===== config.mk =====
export PLATFORM = sky130hd
export DESIGN_NAME = median_of_adc_samples_flat
export DESIGN_NICKNAME = d
export VERILOG_FILES = /design/src/sv/mos_pkg.sv /design/src/sv/mos_ifs.sv /design/src/sv/median_of_adc_samples.sv /design/src/sv/mos_cell.sv /design/src/sv/mos_scale.sv /design/src/flat_wrapper.sv
export SDC_FILE = /design/constraint.sdc
export NUM_CORES = 2
export LEC_CHECK = 0
export ABC_CLOCK_PERIOD_IN_PS = 10000
export BUFFER_PORTS_ARGS = -buffer_cell sky130_fd_sc_hd__buf_2
export CORE_AREA = 8 8 337 241
export CTS_CLUSTER_DIAMETER = 60
export CTS_CLUSTER_SIZE = 10
export DETAILED_ROUTE_END_ITERATION = 8
export DIE_AREA = 0 0 345 249
export GPL_TIMING_DRIVEN = 0
export PLACE_DENSITY = 0.63
export SLEW_MARGIN = 20
export SYNTH_ARGS = -nofsm -noshare
export SYNTH_HDL_FRONTEND = slang
export SYNTH_SLANG_ARGS = --single-unit

===== constraint.sdc =====
create_clock -name clk -period 10 [get_ports clk]
set_input_delay 2 -clock clk [delete_from_list [all_inputs] [get_ports clk]]
set_output_delay 2 -clock clk [all_outputs]
set_load 0.005 [all_outputs]

===== src/sv/mos_pkg.sv =====
// Shared constants and types for the ADC median filter.
// Depends on nothing; every other file of the block uses it.
package mos_pkg;

  localparam int MAX_SAMPLES = 32;
  localparam int CNT_W       = $clog2(MAX_SAMPLES + 1);
  localparam int IDX_W       = (MAX_SAMPLES > 1) ? $clog2(MAX_SAMPLES) : 1;

  localparam int SAMPLE_W = 12;
  localparam int MV_W     = 12;
  localparam int CFG_W    = 6;

  // Millivolt scaling: code * 3300 / 4095, rounded to nearest.
  localparam int FULL_SCALE_MV   = 3300;
  localparam int FULL_SCALE_CODE = 4095;
  localparam int ROUND_BIAS      = 2047;
  localparam int PROD_W          = 24;
  localparam int QUOT_W          = 13;

  typedef logic [SAMPLE_W-1:0] sample_t;
  typedef logic [MV_W-1:0]     mv_t;
  typedef logic [CNT_W-1:0]    cnt_t;
  typedef logic [IDX_W-1:0]    idx_t;
  typedef logic [CFG_W-1:0]    cfg_t;

  typedef struct packed {
    sample_t median_code;
    mv_t     median_millivolts;
  } result_t;

endpackage


===== src/sv/mos_ifs.sv =====
// Valid/ready channel interfaces for samples, results and configuration.
// Depends on mos_pkg for the payload types.
interface mos_in_if;
  logic             valid;
  logic             ready;
  mos_pkg::sample_t adc_sample;
  modport source (output valid, output adc_sample, input ready);
  modport sink   (input valid, input adc_sample, output ready);
endinterface

interface mos_out_if;
  logic             valid;
  logic             ready;
  mos_pkg::sample_t median_code;
  mos_pkg::mv_t     median_millivolts;
  modport source (output valid, output median_code, output median_millivolts, input ready);
  modport sink   (input valid, input median_code, input median_millivolts, output ready);
endinterface

interface mos_cfg_if;
  logic          valid;
  logic          ready;
  mos_pkg::cfg_t sample_count;
  modport source (output valid, output sample_count, input ready);
  modport sink   (input valid, input sample_count, output ready);
endinterface


===== src/sv/median_of_adc_samples.sv =====
// Running median of 12-bit ADC samples, built as a chain of insertion cells.
// After the accept of the last sample of a measurement, a result word passes
// through median select, code fetch and scale, divide and the output register.
// Throughput: one sample word per cycle while the output side keeps taking words.
// Reset (rst_n low, synchronous) empties the measurement and sets sample_count to 1.
module median_of_adc_samples (
  input  logic      clk,
  input  logic      rst_n,
  mos_in_if.sink    in_chan,
  mos_out_if.source out_chan,
  mos_cfg_if.sink   cfg_chan
);
  import mos_pkg::*;

  // Count of samples held in the current measurement and the configured
  // measurement length. Entries of the chain at or above the fill count are
  // treated as empty, so the chain itself needs no clearing.
  cnt_t taken_r, taken_nxt;
  cnt_t count_r, count_nxt;

  // Median select stage: set when a measurement completes.
  logic sel_v_r;
  idx_t sel_idx_r;

  logic            advance;
  logic            accept;
  logic            done;
  logic            res_valid;
  result_t         res;
  logic [CNT_W:0]  filled;

  logic    cell_gt  [MAX_SAMPLES];
  sample_t cell_val [MAX_SAMPLES];

  // The whole result path moves together; it freezes only while a finished
  // word sits in the output register and the sink does not take it.
  assign advance       = !res_valid || out_chan.ready;
  assign in_chan.ready = advance;
  assign accept        = in_chan.valid && advance;
  assign cfg_chan.ready = 1'b1;

  // The measurement completes once the fill count, including this sample,
  // reaches the configured count (also when the count was lowered midway).
  assign filled = (CNT_W+1)'(taken_r) + (CNT_W+1)'(1);
  assign done   = filled >= (CNT_W+1)'(count_r);

  always_comb begin
    taken_nxt = taken_r;
    if (accept) begin
      taken_nxt = done ? '0 : CNT_W'(filled);
    end
  end

  // Writes are clamped into 1..MAX_SAMPLES.
  always_comb begin
    count_nxt = count_r;
    if (cfg_chan.valid) begin
      if (cfg_chan.sample_count == '0) begin
        count_nxt = CNT_W'(1);
      end else if (int'(cfg_chan.sample_count) > MAX_SAMPLES) begin
        count_nxt = CNT_W'(MAX_SAMPLES);
      end else begin
        count_nxt = CNT_W'(cfg_chan.sample_count);
      end
    end
  end

  always_ff @(posedge clk) begin
    if (!rst_n) begin
      taken_r <= '0;
      count_r <= CNT_W'(1);
      sel_v_r <= 1'b0;
    end else begin
      taken_r <= taken_nxt;
      count_r <= count_nxt;
      if (advance) begin
        sel_v_r <= accept && done;
      end
    end
  end

  always_ff @(posedge clk) begin
    if (advance) begin
      sel_idx_r <= IDX_W'(count_r >> 1);
    end
  end

  // Insertion chain. Every cell compares its entry with the new sample; the
  // cells that hold larger entries (and the empty ones) take their lower
  // neighbor's entry, and the lowest of them takes the sample itself, so a
  // sample lands after any equal entries.
  for (genvar i = 0; i < MAX_SAMPLES; i++) begin : g_cell
    logic    prev_gt;
    sample_t prev_val;
    if (i == 0) begin : g_first
      assign prev_gt  = 1'b0;
      assign prev_val = '0;
    end else begin : g_rest
      assign prev_gt  = cell_gt[i-1];
      assign prev_val = cell_val[i-1];
    end

    mos_cell u_cell (
      .clk      (clk),
      .shift_en (accept),
      .held     (taken_r > CNT_W'(i)),
      .sample   (in_chan.adc_sample),
      .prev_gt  (prev_gt),
      .prev_val (prev_val),
      .gt       (cell_gt[i]),
      .val      (cell_val[i])
    );
  end

  // The cell contents read here are those right after the completing
  // insertion; a new sample accepted in this cycle changes them only at the
  // same edge that captures the median code.
  mos_scale u_scale (
    .clk        (clk),
    .rst_n      (rst_n),
    .advance    (advance),
    .code_valid (sel_v_r),
    .code       (cell_val[sel_idx_r]),
    .res_valid  (res_valid),
    .res        (res)
  );

  assign out_chan.valid             = res_valid;
  assign out_chan.median_code       = res.median_code;
  assign out_chan.median_millivolts = res.median_millivolts;

endmodule


===== src/sv/mos_cell.sv =====
// One cell of the insertion sorter chain: holds one sorted sample.
// Depends on mos_pkg.
module mos_cell (
  input  logic             clk,
  input  logic             shift_en,
  input  logic             held,
  input  mos_pkg::sample_t sample,
  input  logic             prev_gt,
  input  mos_pkg::sample_t prev_val,
  output logic             gt,
  output mos_pkg::sample_t val
);
  import mos_pkg::*;

  sample_t val_r;
  sample_t val_nxt;

  // An empty cell counts as larger than any sample.
  assign gt  = !held || (val_r > sample);
  assign val = val_r;

  always_comb begin
    val_nxt = val_r;
    if (gt) begin
      val_nxt = prev_gt ? prev_val : sample;
    end
  end

  always_ff @(posedge clk) begin
    if (shift_en) begin
      val_r <= val_nxt;
    end
  end

endmodule


===== src/sv/mos_scale.sv =====
// Millivolt conversion pipeline with the output register.
// Depends on mos_pkg; three stages, all advanced by one enable.
module mos_scale (
  input  logic              clk,
  input  logic              rst_n,
  input  logic              advance,
  input  logic              code_valid,
  input  mos_pkg::sample_t  code,
  output logic              res_valid,
  output mos_pkg::result_t  res
);
  import mos_pkg::*;

  logic                v1_r, v2_r, v3_r;
  sample_t             c1_r, c2_r;
  logic [PROD_W-1:0]   x1_r, x2_r;
  logic [QUOT_W-1:0]   q2_r;
  result_t             res_r;

  logic [PROD_W-1:0]   x_nxt;
  logic [PROD_W:0]     qsum;
  logic [QUOT_W-1:0]   q_nxt;
  logic [PROD_W:0]     qmul;
  logic [PROD_W:0]     rem;
  logic [QUOT_W-1:0]   q_fix;

  // Scale and add half the divisor for rounding.
  assign x_nxt = PROD_W'(code) * PROD_W'(FULL_SCALE_MV) + PROD_W'(ROUND_BIAS);

  // Divide by 2^12-1: x/4096 * (1 + 1/4096) undershoots by at most one.
  assign qsum  = (PROD_W+1)'(x1_r) + (PROD_W+1)'(x1_r >> 12);
  assign q_nxt = QUOT_W'(qsum >> 12);

  // One correction step from the remainder.
  assign qmul  = ((PROD_W+1)'(q2_r) << 12) - (PROD_W+1)'(q2_r);
  assign rem   = (PROD_W+1)'(x2_r) - qmul;
  assign q_fix = (rem >= (PROD_W+1)'(FULL_SCALE_CODE)) ? q2_r + QUOT_W'(1) : q2_r;

  always_ff @(posedge clk) begin
    if (!rst_n) begin
      v1_r <= 1'b0;
      v2_r <= 1'b0;
      v3_r <= 1'b0;
    end else if (advance) begin
      v1_r <= code_valid;
      v2_r <= v1_r;
      v3_r <= v2_r;
    end
  end

  always_ff @(posedge clk) begin
    if (advance) begin
      c1_r                    <= code;
      x1_r                    <= x_nxt;
      c2_r                    <= c1_r;
      x2_r                    <= x1_r;
      q2_r                    <= q_nxt;
      res_r.median_code       <= c2_r;
      res_r.median_millivolts <= MV_W'(q_fix);
    end
  end

  assign res_valid = v3_r;
  assign res       = res_r;

endmodule


===== src/flat_wrapper.sv =====
// flat-port wrapper written by rule: the top's interface ports become plain ports
module median_of_adc_samples_flat import mos_pkg::*;
  (clk, rst_n, in_chan_valid, in_chan_adc_sample, in_chan_ready, out_chan_valid, out_chan_median_code, out_chan_median_millivolts, out_chan_ready, cfg_chan_valid, cfg_chan_sample_count, cfg_chan_ready);
  mos_in_if in_chan_i ();
  mos_out_if out_chan_i ();
  mos_cfg_if cfg_chan_i ();
  input  logic clk;
  input  logic rst_n;
  input wire logic [$bits(in_chan_i.valid)-1:0] in_chan_valid;
  input wire logic [$bits(in_chan_i.adc_sample)-1:0] in_chan_adc_sample;
  output wire logic [$bits(in_chan_i.ready)-1:0] in_chan_ready;
  output wire logic [$bits(out_chan_i.valid)-1:0] out_chan_valid;
  output wire logic [$bits(out_chan_i.median_code)-1:0] out_chan_median_code;
  output wire logic [$bits(out_chan_i.median_millivolts)-1:0] out_chan_median_millivolts;
  input wire logic [$bits(out_chan_i.ready)-1:0] out_chan_ready;
  input wire logic [$bits(cfg_chan_i.valid)-1:0] cfg_chan_valid;
  input wire logic [$bits(cfg_chan_i.sample_count)-1:0] cfg_chan_sample_count;
  output wire logic [$bits(cfg_chan_i.ready)-1:0] cfg_chan_ready;
  assign in_chan_i.valid = in_chan_valid;
  assign in_chan_i.adc_sample = in_chan_adc_sample;
  assign in_chan_ready = in_chan_i.ready;
  assign out_chan_valid = out_chan_i.valid;
  assign out_chan_median_code = out_chan_i.median_code;
  assign out_chan_median_millivolts = out_chan_i.median_millivolts;
  assign out_chan_i.ready = out_chan_ready;
  assign cfg_chan_i.valid = cfg_chan_valid;
  assign cfg_chan_i.sample_count = cfg_chan_sample_count;
  assign cfg_chan_ready = cfg_chan_i.ready;
  median_of_adc_samples u_core (.clk(clk), .rst_n(rst_n), .in_chan(in_chan_i), .out_chan(out_chan_i), .cfg_chan(cfg_chan_i));
endmodule

==> results.json <==
{
  "cts.reportedPaths.clkPinSlew_ps": 60,
  "io_pins": 50,
  "synth-edff-count": 494,
  "hpwl_um": 95300,
  "peakVddDrop_mv": 0.565,
  "synth_top_family_by_area": "adder cells",
  "max_stage_delay_ps": 690,
  "seq_area_frac_synth": 0.404,
  "grt_overflow": 0,
  "h-tree-depth": 2,
  "port_buffers": 48,
  "synth_area_um2": 37500,
  "wl_per_cell_um": 29.4,
  "numCtsBuffers": 59,
  "setup_viol": 0,
  "timing.final.crit_share": 0.958,
  "area_delta_synth_final_pct": 9.51,
  "grt_pass1_vias": 26400,
  "ys.flop_type": "edfxtp_1",
  "synth-xor-area-share": 0.0168,
  "drive_gt1_frac": 0.223,
  "drcViolationCount": 0,
  "async_reset_ff_frac": 0,
  "post_cts_resized": 0,
  "routed_wirelength_um": 122000,
  "worstMarginPinSlew_ps": 1240,
  "drv_slew": 0,
  "ant_nets": 0,
  "yosys.area_share.simple": 0.0729,
  "cp-start-kind": "flop",
  "hold_path.class": "reg2reg",
  "status": "finished clean",
  "die_w_um": 345,
  "fmax_mhz": 104,
  "totalPowerFinal_mw": 12.8,
  "vias": 27300,
  "crit_type": "reg2reg",
  "synth_compound_area_frac": 0.0911,
  "syn_nets": 3601,
  "initial_core_util": 0.494,
  "drt_iter0_drc": 3079,
  "relSlewSlack": 0.173,
  "hold_buffers": 0,
  "ys_ff_latch": 510,
  "rsz0062_at_grt": "false",
  "core-area_um2": 75900,
  "cts_max_path_buffers": 3,
  "skew_ps": 36.2,
  "cts_root_buf": "clkbuf_16",
  "syn_area_per_cell_um2": 12.5,
  "crit_fanout": 10,
  "via_per_inst": 6.58,
  "die_h_um": 249,
  "die_area_um2": 85900,
  "timing_hold_violations_final": 0,
  "cap_violations": 0,
  "grt_use_total": 0.273,
  "cts_setup_buffers": 0,
  "synthCells": 3002,
  "end_kind": "flop",
  "drt_pass1_iterations": 8,
  "ys_types": 78,
  "period_needed_ps": 9580,
  "cp.arrival_ps": 9960,
  "yosys.area_share.adder": 0.199,
  "cp.required_ps": 10380,
  "clock_latency_ps": 660,
  "yosysWarnings": 0,
  "worst_path_max_delay_cell": "a2111oi_0",
  "setup_tns_ps": 0,
  "rows": 85,
  "grt_pass1_wl_um": 177000,
  "cts_num_sinks": 510,
  "cts_tree": "yes",
  "power_density_nw_per_um2": 311,
  "cellLeakagePower_nw": 16.7,
  "synth_mux_area_frac": 0.184,
  "hold_slack_ps": 408,
  "final_nets": 3721,
  "grt_max_degree": 76,
  "gp_congestion": 1.02,
  "antenna_found_initial": 7,
  "cp_common_cell": "inv_1"
}
==> worst max-delay path, delay by kind of cell (launching register included) <==
family / cells / cell delay (ps)
AOI/OAI and AO/OA: 5 / 1600
xor gates and xnor gates: 1 / 160
and+or+nand+nor: 2 / 400
muxes: 3 / 1530
buffers and inverters: 11 / 2620
adders and majority gates: 6 / 2640
DFF: 1 / 320
==> path summary, 6_finish.rpt <==
path | end | startpoint | slack [ps] | depth (start not counted)
max | u_core.u_scale.x1_r[23]$_DFFE_PN_ | u_core.sel_idx_r[1]$_DFFE_PN_ | 420 | 28
min | u_core.u_scale.res[22]$_DFFE_PN_ | u_core.u_scale.c2_r[10]$_DFFE_PN_ | 410 | 0
max reg2reg | u_core.u_scale.x1_r[23]$_DFFE_PN_ | u_core.sel_idx_r[1]$_DFFE_PN_ | 420 | 28
min reg2reg | u_core.u_scale.res[22]$_DFFE_PN_ | u_core.u_scale.c2_r[10]$_DFFE_PN_ | 410 | 0
==> where the power goes <==
group | internal, mW | switching [mW]
logic | 3.08 | 4.46
registers | 2.92 | 0.242
clock network | 1.18 | 0.907
==> metrics by stage <==
step | setup slack, ps | area, µm² | std cells | utilization
after floorplan | 2170 | 37500 | 3002 | -
after global placement | 203 | 39000 | 4050 | 0.513
after detailed placement | 48.2 | 39300 | 4061 | 0.517
after CTS | 34.1 | 41000 | 4154 | 0.540
after global routing | 72.7 | 41100 | 4154 | 0.541
final | 422 | 41100 | 4156 | 0.541
==> metal layers <==
layer	vias to the layer above	track usage	wire (µm)
met1	13800	0.412	55700
met2	1439	0.363	47000
met3	192	0.105	16900
met4	4	0.0621	2550
met5	-	0	25
li1	11900	-	-
==> final cells by class <==
| class | count | area [µm²] |
|---|---|---|
| multi-input combinational | 2182 | 21200 |
| buffer | 122 | 523 |
| antenna | 2 | 5.00 |
| inverter | 188 | 713 |
| sequential | 510 | 15200 |
| clock inverter | 8 | 135 |
| tap | 1000 | 1250 |
| clock buffer | 85 | 1620 |
| timing repair buffer | 59 | 490 |
| fill | 6361 | 34900 |
==> cell usage after synthesis, types with 13 or more instances <==
master	number	area, µm²
ha_1	542	6780
a21o_1	151	1130
nand2b_1	40	250
nor2_1	106	398
nand3_1	30	150
buf_2	20	100
o21a_1	13	97.6
clkbuf_1	86	323
edfxtp_1	494	14800
mux2_2	372	4190
mux2i_1	15	150
nor3_1	54	270
and2_1	13	81.3
nand4_1	108	676
o21ai_0	99	495
or3_1	13	81.3
fa_1	34	681
nand2_1	65	244
buf_1	13	48.8
o211ai_1	14	105
xnor2_1	52	455
dfxtp_1	16	320
a21oi_1	131	656
mux4_2	112	2520
nor2b_1	39	244
a211oi_1	19	143
xor2_1	20	175
a2111oi_0	16	140
inv_1	187	702
==> cells in the final DEF, fill, tap and decap left out, types with 13 or more instances in the layout <==
cell type,netlist,final
ha_1,542,542
and2_1,13,13
o21a_1,13,13
inv_1,187,175
nor2_1,106,98
a2111oi_0,16,16
o211ai_1,14,14
mux2i_1,15,14
mux4_2,112,112
nor3_1,54,54
a21oi_1,131,130
nand2b_1,40,40
edfxtp_1,494,494
xor2_1,20,20
fa_1,34,34
nand3_1,30,30
or3_1,13,13
xnor2_1,52,52
clkbuf_1,86,96
a21o_1,151,151
clkbuf_2,0,16
mux2_2,372,372
nor2b_1,39,39
o21ai_0,99,99
clkbuf_16,0,60
dfxtp_1,16,16
nand2_1,65,65
buf_2,20,66
a211oi_1,19,19
nand4_1,108,108
==> flip-flops by register name, summed over array words and instances, names as in the netlist <==
name                      flops
u_core.u_scale.v2_r           1
u_core.u_scale.x2_r          22
u_core.taken_r                6
u_core.u_scale.c1_r          12
u_core.u_scale.res_valid      1
u_core.u_scale.v1_r           1
u_core.sel_idx_r              5
u_core.sel_v_r                1
u_core.count_r                6
u_core.u_scale.q2_r          13
u_core.u_scale.x1_r          22
u_core.u_scale.c2_r          12
u_core.u_scale.res           24
u_core.g_cell.u_cell.val    384
==> kinds of logic after synthesis <==
| kind of cell | after synthesis |
|---|---|
| flops | 510 |
| buf+inv | 310 |
| mux | 501 |
| simple gates | 515 |
| other cells | 1 |
| fa+ha+maj | 576 |
| xor+xnor | 72 |
| compound gates | 517 |
(Power assumes the default switching activity.)
